## config.mk

```make
export PLATFORM = sky130hd
export DESIGN_NAME = temperature_trend_led_color_dimmer_top
export DESIGN_NICKNAME = d
export VERILOG_FILES = /design/src/design/ttlcd_pkg.sv /design/src/design/temperature_trend_led_color_dimmer_top.sv
export SDC_FILE = /design/constraint.sdc
export NUM_CORES = 1
export LEC_CHECK = 0
export ABC_AREA = 0
export BUFFER_PORTS_ARGS = -buffer_cell sky130_fd_sc_hd__buf_4
export CAP_MARGIN = 15
export CORE_ASPECT_RATIO = 1.75
export CORE_UTILIZATION = 56
export CTS_CLUSTER_SIZE = 10
export DETAILED_ROUTE_END_ITERATION = 10
export PLACE_DENSITY = 0.77
export RECOVER_POWER = 25
export SYNTH_ARGS = -nofsm -noshare
export SYNTH_HDL_FRONTEND = slang
export SYNTH_SLANG_ARGS = --single-unit
```

## constraint.sdc

```tcl
create_clock -name clk_i -period 2.9 [get_ports clk_i]
set_input_delay 0.29 -clock clk_i [delete_from_list [all_inputs] [get_ports clk_i]]
set_output_delay 0.29 -clock clk_i [all_outputs]
set_load 0.1 [all_outputs]
```

## src/design/ttlcd_pkg.sv

```systemverilog
// ----------------------------------------------------------------------------
// ttlcd_pkg
// Shared types, constants and color lookup table for the temperature trend
// LED color dimmer.
// ----------------------------------------------------------------------------
package ttlcd_pkg;

  // LED pin bits
  localparam logic [2:0] ColorR = 3'b001;
  localparam logic [2:0] ColorG = 3'b010;
  localparam logic [2:0] ColorB = 3'b100;

  localparam int unsigned IdxW = 5;
  localparam logic [IdxW-1:0] LastIndex = 5'd19;
  localparam logic [IdxW-1:0] HomeIndex = 5'd8;

  localparam int unsigned IntervalW = 12;
  localparam int unsigned WeakOnW   = 8;
  localparam int unsigned DimCntW   = 16;
  localparam int unsigned OffW      = 4;
  localparam int unsigned CfgDataW  = 12;

  localparam logic [IntervalW-1:0] IntervalReset = 12'd1200;
  localparam logic [WeakOnW-1:0]   WeakOnReset   = 8'd1;

  typedef enum logic {
    CFG_SAMPLE_INTERVAL = 1'b0,
    CFG_WEAK_ON         = 1'b1
  } cfg_reg_e;

  typedef struct packed {
    logic [2:0]      strong_col;
    logic [2:0]      weak_col;
    logic [OffW-1:0] off;
  } color_entry_t;

  // Color table; indexes past the last entry read the last entry.
  function automatic color_entry_t color_rom(input logic [IdxW-1:0] idx);
    color_entry_t e;
    unique case (idx)
      5'd0:    e = '{ColorR,          3'b000, 4'd0};
      5'd1:    e = '{ColorR,          ColorG, 4'd9};
      5'd2:    e = '{ColorR,          ColorG, 4'd3};
      5'd3:    e = '{ColorR,          ColorG, 4'd1};
      5'd4:    e = '{ColorR | ColorG, 3'b000, 4'd0};
      5'd5:    e = '{ColorG,          ColorR, 4'd1};
      5'd6:    e = '{ColorG,          ColorR, 4'd3};
      5'd7:    e = '{ColorG,          ColorR, 4'd9};
      5'd8:    e = '{ColorG,          3'b000, 4'd0};
      5'd9:    e = '{ColorG,          ColorB, 4'd9};
      5'd10:   e = '{ColorG,          ColorB, 4'd3};
      5'd11:   e = '{ColorG,          ColorB, 4'd1};
      5'd12:   e = '{ColorG | ColorB, 3'b000, 4'd0};
      5'd13:   e = '{ColorB,          ColorG, 4'd1};
      5'd14:   e = '{ColorB,          ColorG, 4'd3};
      5'd15:   e = '{ColorB,          ColorG, 4'd9};
      5'd16:   e = '{ColorB,          3'b000, 4'd0};
      5'd17:   e = '{ColorB,          ColorR, 4'd9};
      5'd18:   e = '{ColorB,          ColorR, 4'd3};
      default: e = '{ColorB,          ColorR, 4'd1};
    endcase
    return e;
  endfunction

endpackage

```

## src/design/temperature_trend_led_color_dimmer_top.sv

```systemverilog
// ----------------------------------------------------------------------------
// temperature_trend_led_color_dimmer_top
// One scheduler tick per input transfer: tracks the temperature trend against
// a reference, picks a strong/weak LED color pair and PWM-dims the weak color.
// ----------------------------------------------------------------------------
//  channel | signals                                          | direction
//  --------+--------------------------------------------------+----------
//  in      | in_valid_i/in_ready_o, button_pressed_i,         | in
//          | sample_valid_i, sample_i                         |
//  out     | out_valid_o/out_ready_i, led_bits_o,             | out
//          | start_conversion_o                               |
//  cfg     | cfg_we_i, cfg_index_i, cfg_data_i                | in
//
// One tick per cycle: the tick's state update and result are computed in the
// accepting cycle and appear in the result register on the next cycle.
// One tick per cycle unless out_ready_i stalls the single result register.
// in_ready_o is high while the result register is empty or being drained.
// Reset clears all tracking state; color index 8 and strong green after reset.
// ----------------------------------------------------------------------------
module temperature_trend_led_color_dimmer_top #(
  parameter int unsigned SAMPLE_BITS = 10
) (
  input  logic                          clk_i,
  input  logic                          rst_ni,
  input  logic                          in_valid_i,
  output logic                          in_ready_o,
  input  logic                          button_pressed_i,
  input  logic                          sample_valid_i,
  input  logic [SAMPLE_BITS-1:0]        sample_i,
  output logic                          out_valid_o,
  input  logic                          out_ready_i,
  output logic [2:0]                    led_bits_o,
  output logic                          start_conversion_o,
  input  logic                          cfg_we_i,
  input  logic                          cfg_index_i,
  input  logic [ttlcd_pkg::CfgDataW-1:0] cfg_data_i
);
  import ttlcd_pkg::*;

  logic [IntervalW-1:0]   interval_cfg_q;
  logic [WeakOnW-1:0]     weak_on_cfg_q;

  logic [SAMPLE_BITS-1:0] ref_q, ref_d;
  logic [SAMPLE_BITS-1:0] latest_q, latest_d;
  logic                   ref_set_q, ref_set_d;
  logic [IdxW-1:0]        idx_q, idx_d;
  logic [2:0]             strong_q, strong_d;
  logic [2:0]             weak_q, weak_d;
  logic [OffW-1:0]        off_q, off_d;
  logic                   dim_on_q, dim_on_d;
  logic [DimCntW-1:0]     dim_cnt_q, dim_cnt_d;
  logic [IntervalW-1:0]   intv_cnt_q, intv_cnt_d;
  logic [2:0]             pins_q, pins_d;

  logic                   out_valid_q;
  logic [2:0]             led_q;
  logic                   start_q, start_d;

  logic                   in_fire;
  logic [SAMPLE_BITS-1:0] ref_btn;
  logic [IdxW-1:0]        idx_btn;
  logic [IntervalW-1:0]   intv_inc;
  logic [DimCntW-1:0]     dim_inc;
  color_entry_t           entry;

  assign in_ready_o         = !out_valid_q || out_ready_i;
  assign in_fire            = in_valid_i && in_ready_o;
  assign out_valid_o        = out_valid_q;
  assign led_bits_o         = led_q;
  assign start_conversion_o = start_q;

  // Configuration registers
  always_ff @(posedge clk_i or negedge rst_ni) begin
    if (!rst_ni) begin
      interval_cfg_q <= IntervalReset;
      weak_on_cfg_q  <= WeakOnReset;
    end else if (cfg_we_i) begin
      if (cfg_index_i == CFG_SAMPLE_INTERVAL) begin
        interval_cfg_q <= cfg_data_i[IntervalW-1:0];
      end
      if (cfg_index_i == CFG_WEAK_ON) begin
        weak_on_cfg_q <= cfg_data_i[WeakOnW-1:0];
      end
    end
  end

  always_comb begin
    // button first: it rewinds the reference and index before the sample
    ref_btn = button_pressed_i ? latest_q : ref_q;
    idx_btn = button_pressed_i ? HomeIndex : idx_q;
    entry   = color_rom(idx_btn);

    ref_d     = ref_btn;
    idx_d     = idx_btn;
    latest_d  = latest_q;
    ref_set_d = ref_set_q;
    strong_d  = strong_q;
    weak_d    = weak_q;
    off_d     = off_q;

    // conversion start interval
    intv_inc = intv_cnt_q + 1'b1;
    if (intv_inc == interval_cfg_q) begin
      intv_cnt_d = '0;
      start_d    = 1'b1;
    end else begin
      intv_cnt_d = intv_inc;
      start_d    = 1'b0;
    end

    if (sample_valid_i) begin
      latest_d = sample_i;
      if (!ref_set_q) begin
        ref_d     = sample_i;
        ref_set_d = 1'b1;
      end else if (sample_i != ref_btn) begin
        strong_d = entry.strong_col;
        weak_d   = entry.weak_col;
        off_d    = entry.off;
        ref_d    = sample_i;
        if (sample_i > ref_btn) begin
          // warmer: step toward red
          if (idx_btn != '0) begin
            idx_d = idx_btn - 1'b1;
          end
        end else if (idx_btn < LastIndex) begin
          idx_d = idx_btn + 1'b1;
        end
      end
    end

    // weak color PWM
    dim_inc   = dim_cnt_q + 1'b1;
    dim_cnt_d = dim_inc;
    dim_on_d  = dim_on_q;
    pins_d    = pins_q;
    if (dim_on_q) begin
      if (dim_inc == {{(DimCntW-WeakOnW){1'b0}}, weak_on_cfg_q}) begin
        dim_on_d  = 1'b0;
        pins_d    = '0;
        dim_cnt_d = '0;
      end
    end else if (dim_inc == {{(DimCntW-OffW){1'b0}}, off_d} || off_d == '0) begin
      dim_on_d  = 1'b1;
      pins_d    = pins_q | weak_d;
      dim_cnt_d = '0;
    end
    pins_d = pins_d | strong_d;
  end

  always_ff @(posedge clk_i or negedge rst_ni) begin
    if (!rst_ni) begin
      ref_q       <= '0;
      latest_q    <= '0;
      ref_set_q   <= 1'b0;
      idx_q       <= HomeIndex;
      strong_q    <= ColorG;
      weak_q      <= '0;
      off_q       <= '0;
      dim_on_q    <= 1'b0;
      dim_cnt_q   <= '0;
      intv_cnt_q  <= '0;
      pins_q      <= '0;
      out_valid_q <= 1'b0;
    end else begin
      if (in_fire) begin
        ref_q      <= ref_d;
        latest_q   <= latest_d;
        ref_set_q  <= ref_set_d;
        idx_q      <= idx_d;
        strong_q   <= strong_d;
        weak_q     <= weak_d;
        off_q      <= off_d;
        dim_on_q   <= dim_on_d;
        dim_cnt_q  <= dim_cnt_d;
        intv_cnt_q <= intv_cnt_d;
        pins_q     <= pins_d;
      end
      if (in_fire) begin
        out_valid_q <= 1'b1;
      end else if (out_ready_i) begin
        out_valid_q <= 1'b0;
      end
    end
  end

  // result payload
  always_ff @(posedge clk_i) begin
    if (in_fire) begin
      led_q   <= pins_d;
      start_q <= start_d;
    end
  end

`ifndef NO_ASSERTIONS
  a_idx_range : assert property (@(posedge clk_i) disable iff (!rst_ni)
    idx_q <= LastIndex)
    else $error("color index out of range");

  a_fire_result : assert property (@(posedge clk_i) disable iff (!rst_ni)
    in_fire |=> out_valid_q)
    else $error("accepted tick produced no result");

  a_strong_lit : assert property (@(posedge clk_i) disable iff (!rst_ni)
    out_valid_q |-> ((led_q & strong_q) == strong_q))
    else $error("strong color not lit in result");

  a_ref_sticky : assert property (@(posedge clk_i) disable iff (!rst_ni)
    ref_set_q |=> ref_set_q)
    else $error("reference flag cleared");
`endif

endmodule

```

==> results_dict.tcl <==
set metrics [dict create \
    regArea_mm2 0.00236 \
    synth_top_area_share 0.345 \
    global_route.usage.met2 0.577 \
    cp-start-kind "flip-flop" \
    synth_warnings 0 \
    numCtsBuffers 9 \
    hold_class "primary input to flip-flop" \
    synth_edf_count 4 \
    maxSlewViolCount 0 \
    cap_violations 0 \
    arrival_ns 3.30 \
    setup_ws_ns -0.176 \
    crit_path_max_fanout 7 \
    hold_violations 0 \
    worst_pin_slew_ns 1.14 \
    coreArea_mm2 0.0103 \
    synthArstFlopShare 0.957 \
    tritoncts "done" \
    netlist_instances 646 \
    hpwl_um 11400 \
    use_met3 0.0409 \
    synth_xor_area_frac 0.0442 \
    pwr_density_cell_mw_per_mm2 783 \
    p_leak_uw 0.00311 \
    ant_nets 0 \
    synth_top_family_by_area "simple AND/OR/NAND/NOR gates" \
    fmax_ghz 0.325 \
    timing.final.crit_share 1.06 \
    r2r-start "ref_q[0]$_DFFE_PN0P_" \
    stdcell_count 852 \
    worst_r2r_path_depth 12 \
    start_util 0.578 \
    drtIter0Drc 324 \
    dieArea_mm2 0.0111 \
    die_y_um 138 \
    fin_crit_ns 3.08 \
    ios 36 \
    yosys.area_share.simple 0.217 \
    cts_buffer_depth 2 \
    antenna_found_initial 0 \
    cts.htree.levels 3 \
    met1_usage 0.306 \
    grt_pass1_wl_um 25900 \
    setup_viol 20 \
    drive_gt1_frac 0.261 \
    syn-num-nets 696 \
    grt_max_degree 51 \
    n_antenna_cell 0 \
    firstDrtPassIters 5 \
    fin_hold_ws_ns 0.144 \
    relSlewSlack 0.242 \
    reg2reg_to "dim_cnt_q[4]$_DFFE_PN0P_" \
    via_per_inst 6.35 \
    synth_area_leader_cell "dfrtp_1" \
    busiest_layer "met2" \
    hold_end "out_valid_o$_DFFE_PN0P_" \
    fillers 795 \
    die_x_um 79.9 \
    status "complete, but fails checks" \
    hold_start "in_valid_i" \
    grt.total_usage 0.304 \
    rsz0062_at_grt "yes" \
    violations "setup timing" \
    fin_tns_setup_ns -2.13 \
    cts.sinks 93 \
    area_growth_pct 20.3 \
    yosys_most_used_dff "dfrtp_1" \
    cts_root_buf "clkbuf_16" \
    finalClockSkew_ns 0.0113 \
    clock_latency_ns 0.35 \
    worstSetupPathType "flip-flop to flip-flop" \
    ys_seq_elements 93 \
    io_buffers 35 \
    dpl.cell_count 830 \
    ir_drop_uv 661 \
    cp_cell_sequence "mux2_4, ha_1, and3_4, nand4_1, a21o_1, a222oi_1, nand4_2, a2bb2oi_4, buf_6, buf_12, a2bb2oi_2, o31ai_2" \
    seq_area_frac_synth 0.396 \
    syn_area_per_cell_um2 9.21 \
    multiInputGateArea_mm2 0.00350 \
    holdPathStages 2 \
    nNetsFinal 770 \
    drc 0 \
    critPathSlowestCell "a222oi_1" \
    synth_compound_area_frac 0.176 \
    path_buf_inv 2 \
    clkTransAtPathRegs_ns 0.07 \
    synth.area.mux_share 0.0860 \
    core.rowCount 49 \
    grt-ovfl-total 0 \
    reg2reg_slack_ns -0.18 \
    synth_area_leaders "dfrtp_1, mux2_2, nand2_1" \
    critPathCaptureType "flip-flop" \
    gp_congestion 0.944 \
    max_stage_delay_ns 0.49 \
    num_vias 5411 \
    grt_pass1_vias 5519 \
    routed_wl_um 16000 \
    wl_per_cell_um 18.8 \
    syn_area_mm2 0.00595 \
    yosysUniqueCellTypes 68 \
    crit_required_ns 3.12 \
    path_delay_family "compound AO/OA/AOI/OAI gates" \
    synth_fa_ha_area_frac 0.0421 \
    detailedPlace.worstSlack_ns -0.307 \
]
==> metal layers <==
metal,wire length (µm),vias to the layer above
met3,568,53
met2,9030,183
met1,5690,2668
met5,0,-
met4,736,0
li1,-,2507
==> through the flow <==
step | total power (µW) | utilization | area [µm²]
floorplan | 3430 | - | 6020
global placement | 4050 | 0.649 | 6690
detailed placement | 4140 | 0.649 | 6690
CTS | 5520 | 0.691 | 7120
global route | 5920 | 0.695 | 7160
finish | 5610 | 0.695 | 7160
==> kinds of logic (layout without fill, tap and decap cells) <==
family | after synthesis | count (layout)
xor+xnor | 30 | 30
flops | 93 | 93
fa+ha+maj | 20 | 20
mux | 47 | 47
simple gates | 247 | 247
buf+inv | 51 | 130
compound gates | 158 | 158
==> placed cells by master (no fill, tap or decap), types with 5 or more instances in the layout <==
| cell type | instances |
|---|---|
| ha_1 | 20 |
| inv_1 | 17 |
| or3_1 | 10 |
| nor3_1 | 20 |
| a22o_1 | 8 |
| nor2b_1 | 9 |
| nand2_1 | 72 |
| nor2_1 | 38 |
| and3_1 | 13 |
| a21o_1 | 16 |
| a21oi_1 | 20 |
| buf_6 | 7 |
| nand3_1 | 16 |
| xor2_1 | 10 |
| a31oi_1 | 9 |
| clkbuf_16 | 9 |
| mux2_2 | 32 |
| dfstp_2 | 7 |
| nand4_1 | 16 |
| and2_1 | 6 |
| nand2b_1 | 10 |
| dfrtp_1 | 81 |
| buf_4 | 84 |
| o21ai_2 | 6 |
| mux2i_1 | 13 |
| o21ai_0 | 48 |
| xnor2_1 | 20 |
| o31ai_1 | 7 |
| o22ai_1 | 5 |
==> cell type report <==
class,instances,share of cell area
Timing Repair Buffer,97,0.108
Clock inverter,7,0.0110
Sequential cell,93,0.329
Multi-Input combinational cell,502,0.489
Inverter,17,0.00891
Clock buffer,9,0.0315
Tap cell,127,0.0222
==> cell usage after synthesis (all sizes together), types with 18 or more instances <==
cell type / instances
nand2: 72
a21oi: 23
nor2: 40
ha: 20
mux2: 33
dfrtp: 82
nand3: 18
xnor2: 20
nor3: 21
o21ai: 56
==> how the worst max path moves through the flow <==
stage	slack [ns]	cells after the start	end	from
floorplan	-0.08	14	dim_cnt_q[7]$_DFFE_PN0P_	button_pressed_i
global placement	-0.18	12	dim_cnt_q[13]$_DFFE_PN0P_	button_pressed_i
detailed placement	-0.31	12	dim_cnt_q[13]$_DFFE_PN0P_	button_pressed_i
CTS	-0.13	11	pins_q[1]$_DFFE_PN0P_	latest_q[8]$_DFFE_PN0P_
global route	-0.22	13	dim_cnt_q[4]$_DFFE_PN0P_	latest_q[8]$_DFFE_PN0P_
finish	-0.18	12	dim_cnt_q[4]$_DFFE_PN0P_	ref_q[0]$_DFFE_PN0P_
==> worst register-to-register path, cell delays in order (launching register included) <==
cell and delay, ns:
dfrtp_1 0.40, mux2_4 0.28, ha_1 0.27, and3_4 0.18, nand4_1 0.15, a21o_1 0.19
a222oi_1 0.49, nand4_2 0.24, a2bb2oi_4 0.23, buf_6 0.14, buf_12 0.13, a2bb2oi_2 0.15
o31ai_2 0.09
==> sequential cells by signal, indices dropped and copies added (netlist names), 4 cells and up <==
signal,cells
dim_cnt_q,16
idx_q,5
interval_cfg_q,12
intv_cnt_q,12
latest_q,10
off_q,4
ref_q,10
weak_on_cfg_q,8
==> repair_timing <==
action	CTS	global route
setup endpoints to repair	19	33
setup buffers	5	0
hold buffers	1	0
gates resized for setup	23	13
pin swaps	14	11
hold endpoints to repair	37	0
==> power by group <==
| group | total (µW) | internal [µW] | switching [µW] |
|---|---|---|---|
| clock network | 1240 | 684 | 561 |
| registers | 1980 | 1600 | 376 |
| logic | 2390 | 1100 | 1280 |
(Power assumes the default switching activity.)
